### src/hw/rtl/apla_pkg.sv
// Shared constants and types for the adjacent pair lock arbiter.
package apla_pkg;

  localparam int MAX_SEATS_DEF = 16;
  localparam int MAX_RESULTS   = 8;
  localparam int SEAT_W        = 5;
  localparam int NUM_W         = 5;
  localparam int GCNT_W        = $clog2(MAX_RESULTS + 1);

  localparam logic [NUM_W-1:0] NUM_SEATS_RST = NUM_W'(16);

  typedef enum logic [1:0] {
    EV_GRANT   = 2'd0,
    EV_QUEUED  = 2'd1,
    EV_NOGRANT = 2'd2,
    EV_REJECT  = 2'd3
  } ev_t;

  typedef enum logic [0:0] {
    CMD_GRAB    = 1'b0,
    CMD_RELEASE = 1'b1
  } cmd_t;

endpackage

### src/hw/rtl/adjacent_pair_lock_arbiter_top.sv
// An out-of-range seat is rejected straight from idle; a grab first reduces the seat mod N.
// A release frees the pair, then rescans the wait list one entry at a time through one shared
// compare/subtract unit.
// The block takes one item at a time; busy drops in the cycle that carries the final result.
// Results come one per strobe cycle and cannot be stalled by the receiver.
// Synchronous reset: all resources free, wait list empty, num_seats = 16.
module adjacent_pair_lock_arbiter_top #(
  parameter int MAX_SEATS = apla_pkg::MAX_SEATS_DEF
) (
  input  logic                          clk,
  input  logic                          rst,
  input  logic                          start,
  output logic                          busy,
  input  logic                          cmd,
  input  logic [apla_pkg::SEAT_W-1:0]   seat,
  input  logic                          cfg_valid,
  output logic                          cfg_ready,
  input  logic [apla_pkg::NUM_W-1:0]    cfg_data,
  output logic                          result_strobe,
  output apla_pkg::ev_t                 event_res,
  output logic [apla_pkg::SEAT_W-1:0]   granted_seat,
  output logic                          last
);
  import apla_pkg::*;

  localparam int AW = (MAX_SEATS > 1) ? $clog2(MAX_SEATS) : 1;
  localparam int CW = $clog2(MAX_SEATS + 1);
  localparam logic [MAX_SEATS-1:0] ONE     = MAX_SEATS'(1);
  localparam logic [MAX_SEATS-1:0] ALL_ONE = {MAX_SEATS{1'b1}};

  typedef enum logic [4:0] {
    ST_IDLE      = 5'b00001,
    ST_SEAT_MOD  = 5'b00010,
    ST_SCAN_RD   = 5'b00100,
    ST_SCAN_LOAD = 5'b01000,
    ST_SCAN_MOD  = 5'b10000
  } state_t;

  state_t                state;
  logic [NUM_W-1:0]      num_seats;
  logic [MAX_SEATS-1:0]  resource_free;
  logic [CW-1:0]         wait_count;
  logic [CW-1:0]         rd_idx;
  logic [CW-1:0]         keep_idx;
  logic [GCNT_W-1:0]     grant_cnt;
  logic                  pend_valid;
  logic [SEAT_W-1:0]     pend_seat;
  logic                  cur_cmd;
  logic [SEAT_W-1:0]     cur_seat;
  logic [SEAT_W-1:0]     rem;
  logic [SEAT_W-1:0]     rd_data;

  logic [SEAT_W-1:0]     wait_list [MAX_SEATS];

  logic [SEAT_W-1:0]     n_now;
  logic                  rem_ge;
  logic [SEAT_W-1:0]     rem_sub;
  logic [MAX_SEATS-1:0]  pair_mask;
  logic                  pair_free;
  logic                  seat_bad;
  logic                  mem_we;
  logic [AW-1:0]         mem_waddr;

  // Saturate the ring size to 2..MAX_SEATS.
  always_comb begin
    if (num_seats < NUM_W'(2)) begin
      n_now = SEAT_W'(2);
    end else if (32'(num_seats) > MAX_SEATS) begin
      n_now = SEAT_W'(MAX_SEATS);
    end else begin
      n_now = num_seats;
    end
  end

  // Shared unit: one compare/subtract step of (seat mod N) per cycle.
  assign rem_ge    = (rem >= n_now);
  assign rem_sub   = rem - n_now;
  assign pair_mask = (ONE << SEAT_W'(cur_seat - SEAT_W'(1))) | (ONE << rem);
  assign pair_free = ((resource_free & pair_mask) == pair_mask);
  assign seat_bad  = (seat == '0) || (seat > n_now);

  assign busy      = (state != ST_IDLE);
  assign cfg_ready = 1'b1;

  always_comb begin
    mem_we    = 1'b0;
    mem_waddr = wait_count[AW-1:0];
    if (state == ST_SEAT_MOD && !rem_ge && cur_cmd == CMD_GRAB && !pair_free &&
        32'(wait_count) < MAX_SEATS) begin
      mem_we = 1'b1;
    end else if (state == ST_SCAN_MOD && !rem_ge &&
                 !(32'(grant_cnt) < MAX_RESULTS && pair_free)) begin
      mem_we    = 1'b1;
      mem_waddr = keep_idx[AW-1:0];
    end
  end

  always_ff @(posedge clk) begin
    if (mem_we) begin
      wait_list[mem_waddr] <= cur_seat;
    end
    rd_data <= wait_list[rd_idx[AW-1:0]];
  end

  always_ff @(posedge clk) begin
    if (rst) begin
      state         <= ST_IDLE;
      num_seats     <= NUM_SEATS_RST;
      resource_free <= ALL_ONE;
      wait_count    <= '0;
      rd_idx        <= '0;
      keep_idx      <= '0;
      grant_cnt     <= '0;
      pend_valid    <= 1'b0;
      result_strobe <= 1'b0;
    end else begin
      result_strobe <= 1'b0;
      if (cfg_valid && cfg_ready) begin
        num_seats <= cfg_data;
      end
      unique case (state)
        ST_IDLE: begin
          if (start) begin
            cur_cmd  <= cmd;
            cur_seat <= seat;
            rem      <= seat;
            if (seat_bad) begin
              result_strobe <= 1'b1;
              event_res     <= EV_REJECT;
              granted_seat  <= seat;
              last          <= 1'b1;
            end else begin
              state <= ST_SEAT_MOD;
            end
          end
        end
        ST_SEAT_MOD: begin
          if (rem_ge) begin
            rem <= rem_sub;
          end else if (cur_cmd == CMD_GRAB) begin
            result_strobe <= 1'b1;
            granted_seat  <= cur_seat;
            last          <= 1'b1;
            state         <= ST_IDLE;
            if (pair_free) begin
              resource_free <= resource_free & ~pair_mask;
              event_res     <= EV_GRANT;
            end else if (32'(wait_count) >= MAX_SEATS) begin
              event_res <= EV_REJECT;
            end else begin
              wait_count <= wait_count + CW'(1);
              event_res  <= EV_QUEUED;
            end
          end else begin
            resource_free <= resource_free | pair_mask;
            rd_idx        <= '0;
            keep_idx      <= '0;
            grant_cnt     <= '0;
            pend_valid    <= 1'b0;
            state         <= ST_SCAN_RD;
          end
        end
        ST_SCAN_RD: begin
          if (rd_idx < wait_count) begin
            state <= ST_SCAN_LOAD;
          end else begin
            // Flush the held grant as the final beat, or report no grant.
            wait_count    <= keep_idx;
            result_strobe <= 1'b1;
            last          <= 1'b1;
            if (pend_valid) begin
              event_res    <= EV_GRANT;
              granted_seat <= pend_seat;
            end else begin
              event_res    <= EV_NOGRANT;
              granted_seat <= '0;
            end
            state <= ST_IDLE;
          end
        end
        ST_SCAN_LOAD: begin
          cur_seat <= rd_data;
          rem      <= rd_data;
          state    <= ST_SCAN_MOD;
        end
        ST_SCAN_MOD: begin
          if (rem_ge) begin
            rem <= rem_sub;
          end else begin
            if (32'(grant_cnt) < MAX_RESULTS && pair_free) begin
              resource_free <= resource_free & ~pair_mask;
              // Hold each grant one step so the final one can carry last.
              if (pend_valid) begin
                result_strobe <= 1'b1;
                event_res     <= EV_GRANT;
                granted_seat  <= pend_seat;
                last          <= 1'b0;
              end
              pend_valid <= 1'b1;
              pend_seat  <= cur_seat;
              grant_cnt  <= grant_cnt + GCNT_W'(1);
            end else begin
              keep_idx <= keep_idx + CW'(1);
            end
            rd_idx <= rd_idx + CW'(1);
            state  <= ST_SCAN_RD;
          end
        end
        default: begin
          state <= ST_IDLE;
        end
      endcase
    end
  end

  a_wait_count_bound: assert property (@(posedge clk) disable iff (rst)
    32'(wait_count) <= MAX_SEATS)
    else $error("wait list count above capacity");

  a_keep_behind_read: assert property (@(posedge clk) disable iff (rst)
    (state != ST_IDLE && state != ST_SEAT_MOD) |-> (keep_idx <= rd_idx))
    else $error("compaction index passed read index");

  a_grant_limit: assert property (@(posedge clk) disable iff (rst)
    32'(grant_cnt) <= MAX_RESULTS)
    else $error("grant count above result limit");

  a_nogrant_form: assert property (@(posedge clk) disable iff (rst)
    (result_strobe && event_res == EV_NOGRANT) |-> (granted_seat == '0 && last))
    else $error("no-grant result malformed");

  a_last_ends_item: assert property (@(posedge clk) disable iff (rst)
    (result_strobe && last && $past(busy)) |-> !busy)
    else $error("final result while still busy");

endmodule

### config.mk
export PLATFORM = sky130hd
export DESIGN_NAME = adjacent_pair_lock_arbiter_top
export DESIGN_NICKNAME = d
export VERILOG_FILES = /design/src/hw/rtl/apla_pkg.sv /design/src/hw/rtl/adjacent_pair_lock_arbiter_top.sv
export SDC_FILE = /design/constraint.sdc
export NUM_CORES = 1
export LEC_CHECK = 0
export BUFFER_PORTS_ARGS = -buffer_cell sky130_fd_sc_hd__buf_2
export CORE_MARGIN = 5
export CORE_UTILIZATION = 55
export DETAILED_ROUTE_END_ITERATION = 7
export PLACE_DENSITY = 0.82
export REMOVE_ABC_BUFFERS = 1
export SETUP_SLACK_MARGIN = 0.05
export SLEW_MARGIN = 10
export SYNTH_ARGS = -nofsm -noshare
export SYNTH_HDL_FRONTEND = slang
export SYNTH_SLANG_ARGS = --single-unit
### constraint.sdc
create_clock -name clk -period 4.52 [get_ports clk]
set_clock_uncertainty 0.15 [all_clocks]
set_input_delay 0.904 -clock clk [delete_from_list [all_inputs] [get_ports clk]]
set_output_delay 0.904 -clock clk [all_outputs]
set_load 0.005 [all_outputs]
[Word-level counts from Yosys, hierarchy flattened]
Memories as Yosys holds them, arrays and structs flattened. A register that Yosys moved wholly into a read port is not among the register bits.
Index checks and enable logic that the tools add are counted.
Storage, ports and cells
  register bits: 71
  memory bits (writable): 80
  input port bits: 15
  output and inout port bits: 11
  logic and storage cells: 180
  memories: 1
Cells by class
  add/sub/neg operators: 6
  magnitude comparators: 8
  equality and inequality tests: 22
  shifts and indexed selects: 2
  multiplexer cells: 88
  bitwise logic cells: 8
  reductions and logical operators: 29
Memories
  wait_list: words 16, width 5, rd ports 1, clocked after Yosys merged registers in 1, write ports 1, RTL line adjacent_pair_lock_arbiter_top.sv:53  | logic [SEAT_W-1:0] wait_list [MAX_SEATS];
Operator list (number)
  $mux 5: 27
  $mux 16: 5
  $pmux 5 s2: 4
  $and 16x16->16: 2
  $or 16x16->16: 2
  $pmux 16 s2: 1
  $shl 1x5->16 const A: 2
  $mux 4: 7
  $pmux 5 s5: 1
  $mux 1: 24
  $ne 2x2->1 const B: 12
  $mux 2: 11
  $pmux 5 s4: 1
  $eq 16x16->1: 1
  $not 16->16: 1
  $reduce_and 4->1: 4
  $add 5x1->5 const B: 3
  $pmux 5 s3: 1
  $reduce_and 5->1: 3
  $reduce_and 10->1: 1
  $pmux 1 s4: 2
  $pmux 2 s4: 1
  $pmux 4 s2: 1
  $logic_and 1x1->1: 7
  other kinds (31): 39

[Depth between registers and ports, before layout]
  word-level depth: 12
  gate-level depth with buffers: 12
  mapped depth without buffers: 12

[Worst setup path after synthesis]
OpenSTA, ideal clock, no wires.
  kind: reg-to-reg
  start: reg cur_seat[0]
  end: mem wait_list[9][0], enable pin
  setup time: 339 ps
  arrival time: 2810 ps
  required time: 4031 ps
  slack: 1221 ps
  cell stages (with the launch flop): 10
  path buffers: 2
  period minus slack after synthesis: 3299 ps
  cells stage by stage: edfxtp_1 -> buf_6 -> or2_4 -> or4b_1 -> o211a_1 -> and3_1 -> buf_6 -> a2111oi_0 -> a21oi_1 -> nor2_1
Between the ends
  word-level cells in the longest chain between the ends: 12
  elaborated cells between the ends (all ways): 17
  classes of those cells: add/sub (1); eq/ne (1); shift (1); mux (6); bitwise (2); reduce/logical (6)
Ends and longest elaborated chain
  from (decl): RTL line adjacent_pair_lock_arbiter_top.sv:49  | logic [SEAT_W-1:0] cur_seat;
  from (signal assigned): RTL line adjacent_pair_lock_arbiter_top.sv:125  | cur_seat <= seat;
  from (signal assigned): RTL line adjacent_pair_lock_arbiter_top.sv:182  | cur_seat <= rd_data;
  $sub 5x1->5 (*): RTL line adjacent_pair_lock_arbiter_top.sv:78  | assign pair_mask = (ONE << SEAT_W'(cur_seat - SEAT_W'(1))) | (ONE << rem);
  $shl 1x5->16 (*): RTL line adjacent_pair_lock_arbiter_top.sv:78
  $or 16x16->16 (*): RTL line adjacent_pair_lock_arbiter_top.sv:78
  $and 16x16->16: RTL line adjacent_pair_lock_arbiter_top.sv:79  | assign pair_free = ((resource_free & pair_mask) == pair_mask);
  $eq 16x16->1 (*): RTL line adjacent_pair_lock_arbiter_top.sv:79
  $logic_and 1x1->1: RTL line adjacent_pair_lock_arbiter_top.sv:92  | !(32'(grant_cnt) < MAX_RESULTS && pair_free)) begin
  $logic_not 1->1: RTL line adjacent_pair_lock_arbiter_top.sv:92
  $logic_and 1x1->1: RTL line adjacent_pair_lock_arbiter_top.sv:91  | end else if (state == ST_SCAN_MOD && !rem_ge &&
  $mux 1: RTL line adjacent_pair_lock_arbiter_top.sv:91
  $mux 1: RTL line adjacent_pair_lock_arbiter_top.sv:88  | if (state == ST_SEAT_MOD && !rem_ge && cur_cmd == CMD_GRAB && !pair_free &&
  $mux 1: RTL line adjacent_pair_lock_arbiter_top.sv:99  | if (mem_we) begin
  $mux 1 (not written as such): RTL line adjacent_pair_lock_arbiter_top.sv:100  | wait_list[mem_waddr] <= cur_seat;
  to (decl): RTL line adjacent_pair_lock_arbiter_top.sv:53
Mark *: on every way between the ends. The rest lies on a longest branch, timed or not.

[Final worst setup path]
  start: reg rem[0]
  end: mem wait_list[8][2], enable pin
Between the ends
  word-level cells in the longest chain between the ends: 11
  elaborated cells between the ends (all ways): 21
  classes of those cells: order compare (1); eq/ne (1); shift (1); mux (6); bitwise (2); reduce/logical (10)
Ends and longest elaborated chain
  from (decl): RTL line adjacent_pair_lock_arbiter_top.sv:50  | logic [SEAT_W-1:0] rem;
  from (signal assigned): RTL line adjacent_pair_lock_arbiter_top.sv:126  | rem <= seat;
  from (signal assigned): RTL line adjacent_pair_lock_arbiter_top.sv:139  | rem <= rem_sub;
  from (signal assigned): RTL line adjacent_pair_lock_arbiter_top.sv:183  | rem <= rd_data;
  $shl 1x5->16: RTL line adjacent_pair_lock_arbiter_top.sv:78
  $or 16x16->16: RTL line adjacent_pair_lock_arbiter_top.sv:78
  $and 16x16->16: RTL line adjacent_pair_lock_arbiter_top.sv:79
  $eq 16x16->1: RTL line adjacent_pair_lock_arbiter_top.sv:79
  $logic_and 1x1->1: RTL line adjacent_pair_lock_arbiter_top.sv:92
  $logic_not 1->1: RTL line adjacent_pair_lock_arbiter_top.sv:92
  $logic_and 1x1->1: RTL line adjacent_pair_lock_arbiter_top.sv:91
  $mux 1: RTL line adjacent_pair_lock_arbiter_top.sv:91
  $mux 1: RTL line adjacent_pair_lock_arbiter_top.sv:88
  $mux 1: RTL line adjacent_pair_lock_arbiter_top.sv:99
  $mux 1 (not written as such): RTL line adjacent_pair_lock_arbiter_top.sv:100
Several ways; a longest one is shown, not always the timed one.

==> results.md <==
* Status: complete, no violations
* CP Data Required Time at about 4500 ps
* TritonCTS Buffers at 17
* Die Footprint at 16200 µm²
* Worst path arrival time at between 3000 and 4000 ps
* Mapped Cells at 638
* Synth Area in Adders at about 3.2%
* Core area at 13400 µm²
* Hold Crit Class: register to register
* Final Hold Viols at 0
* 1st-iter DRT viols at ~920
* LEAKAGE at 2.89 nW
* First-pass GRT wire length at around 30000 µm
* Total iterations of the first detailed-routing run at 6
* PostCTS Resize Cnt at 0
* Compound-gate portion of the synthesized area at a little over an eighth
* Post-Route WL at roughly 19000 µm
* Slowest cell on crit path: edfxtp_1
* Top-count cell post-synth: edfxtp_1
* Placed cell count at between 800 and 900
* Worst r2r path cells at 10
* Die width at ~130 µm
* Unrepaired setup endpoints after global routing: false
* I/O pin count at 26
* CTS Root Cell: clkbuf_16
* Skew-Pair Late Insertion Delay at approximately 430 ps
* # port buffers at 24
* Layout cells sized above 1 at 16.2%
* Finish-stage setup viols at 0
* RePlAce Congestion at 0.989
* Xor and xnor fraction of the mapped netlist area at 0.925%
* Synthesized flop and latch total at between 150 and 200
* Initial Util at a little under three fifths
* Hold depth at 2
* Critical-path cell list: inv_1 > ha_1 > nand2b_1 > a211oi_1 > o31ai_1 > buf_4 > or4_1 > a2111oi_0 > a21oi_1 > nor2_1
* Vias in the first global route at approximately 5500
* CP Max Fanout at 14
* Distinct cell type count after synthesis at 81
* Finished Layout Cells at 850
* Ys flop type: edfxtp_1
* Syn avg cell area at 11.9 µm²
* Nets@finish at ~700
* Vias post-DR at 5669
* Setup WS post-layout at roughly 520 ps
* Placed wire-length estimate at around 13000 µm
* Wire per inst at approximately 22 µm
* Number of vias per cell at about 6.7
* DIE HEIGHT at roughly 130 µm
* Maximum vdd drop at around 290 µV
* Commonest cells in the netlist: edfxtp_1, nand2_1, nor2_1
* Clock Path Buffers at 2
* Relative slew slack at around 43%
* Area Growth Syn to Fin at 11.9%
* Top cell type's share of synthesized area at between 40% and 50%
* CTS sink count at approximately 160
* Largest cells by area after synthesis: edfxtp_1, dfxtp_1, mux4_2, nand2_1, ha_1
* Synth warn at 0
* GRT Total Usage at about 24%
* Fin crit share at just under 90%
* Largest family of logic cells by synthesized area: simple AND/OR/NAND/NOR gates
* Max Cap Violations at 0
* Antenna-violating nets left at 0
* F_max at between 200 and 250 MHz
* Post-Syn Area at 7580 µm²
* CP Capture Type: register
* Startpoint types: register
* Slew @ Worst Pin at around 850 ps
* Mux contribution to synthesized area at a little under a tenth
* Max Transition Viols Final at 0
* Hold buffer count at CTS at 0
* Post-synthesis simple-gate area fraction at between 10% and 20%
* Overall power at roughly 3.3 mW
* Post-synth top area cell: edfxtp_1
* Antenna cells at 0
* Clock-pin slew on the worst setup and hold paths at 60 ps
* Fin Setup TNS at 0 ps
* Ys async rst share at 0%
* Sequential fraction of the synthesis area at between 50% and 60%
* Initial antenna violation count at 0
* Total setup buffers inserted after CTS at 0
* H-tree Lvls at 4
* Critical path's largest stage delay at ~650 ps
* Largest net degree at the start of global routing at 26
* Row cnt at 42
* DRC at 0
* Pre-CTS WS at a little over 600 ps
* Final min period at 4000 ps
* Grt ovf at 0
* CTS tree: yes
* Critical path class: register to register
* Number of flops mapped to enable cells by yosys at about 100
* P per Cell Area at around 380 nW/µm²
power by group:
part	switching [mW]	leakage (nW)	internal [mW]
sequential	0.0262	1.35	1.54
combinational	0.117	1.23	0.0631
clock	0.625	0.305	0.890
total	0.768	2.89	2.49
critical path: cells and delay by family (launching register included):
| kind | cells | cell delay [ps] |
|---|---|---|
| AOI/OAI and AO/OA | 4 | 1180 |
| and+or+nand+nor | 3 | 1010 |
| DFF | 1 | 650 |
| buffers and inverters | 2 | 330 |
| adders and majority gates | 1 | 330 |
layout make-up:
type                    count  area [µm²]
fillers                  1023        4920
flip-flops and latches    156        4160
multi-input cells         427        3170
clock buffers              17         425
well taps                 176         220
repair buffers             36         210
clock inverters            15         200
inverters                  23        86.3
kinds of logic after synthesis:
kind of cell,Yosys count
and+or+nand+nor,217
other,1
adders and majority gates,19
buffers and inverters,55
AOI/OAI and AO/OA,144
xor gates and xnor gates,8
muxes,38
DFF,156
placed cells by master, fill, tap and decap left out, types with 5 or more instances in the layout:
cell | synthesis | routed
a31oi_1 | 7 | 7
clkbuf_16 | 0 | 17
a211oi_1 | 5 | 5
inv_6 | 0 | 8
ha_1 | 18 | 18
nor2b_1 | 7 | 7
o22ai_1 | 15 | 15
nor2_1 | 53 | 53
mux2i_1 | 9 | 9
o21ai_0 | 28 | 28
inv_1 | 23 | 23
buf_4 | 2 | 12
mux4_2 | 25 | 25
or3_1 | 7 | 7
nand3_1 | 6 | 6
o211ai_1 | 20 | 20
nand2b_1 | 7 | 7
a21oi_1 | 19 | 19
xor2_1 | 6 | 6
a222oi_1 | 5 | 5
nor3_1 | 10 | 10
edfxtp_1 | 104 | 104
dfxtp_1 | 52 | 52
nand2_1 | 74 | 74
buf_2 | 4 | 24
nand3b_1 | 8 | 8
per-stage QoR:
step                area [µm²]  utilization, %  hold WS (ps)
global placement          7850            58.6           308
floorplan                 7420               -           290
detailed placement        7850            58.6           314
global route              8480            63.3           353
finish                    8480            63.3           320
CTS                       8480            63.3           324
routing by layer:
layer | GRT usage (%) | vias to the layer above | routed length [µm]
met5 | 0 | - | 0
met1 | 33.7 | 2784 | 7640
met4 | 9.84 | 0 | 594
met2 | 38.1 | 320 | 9240
met3 | 4.80 | 54 | 1620
li1 | - | 2511 | -
final timing paths:
path | startpoint | endpoint | slack, ps
max | rem[0]$_DFFE_PP_ | wait_list[8][2]$_DFFE_PP_ | 520
min reg2reg | register | register | 320
min | register | register | 320
max reg2reg | rem[0]$_DFFE_PP_ | wait_list[8][2]$_DFFE_PP_ | 520
No activity file was read; power rests on OpenSTA's default activity.
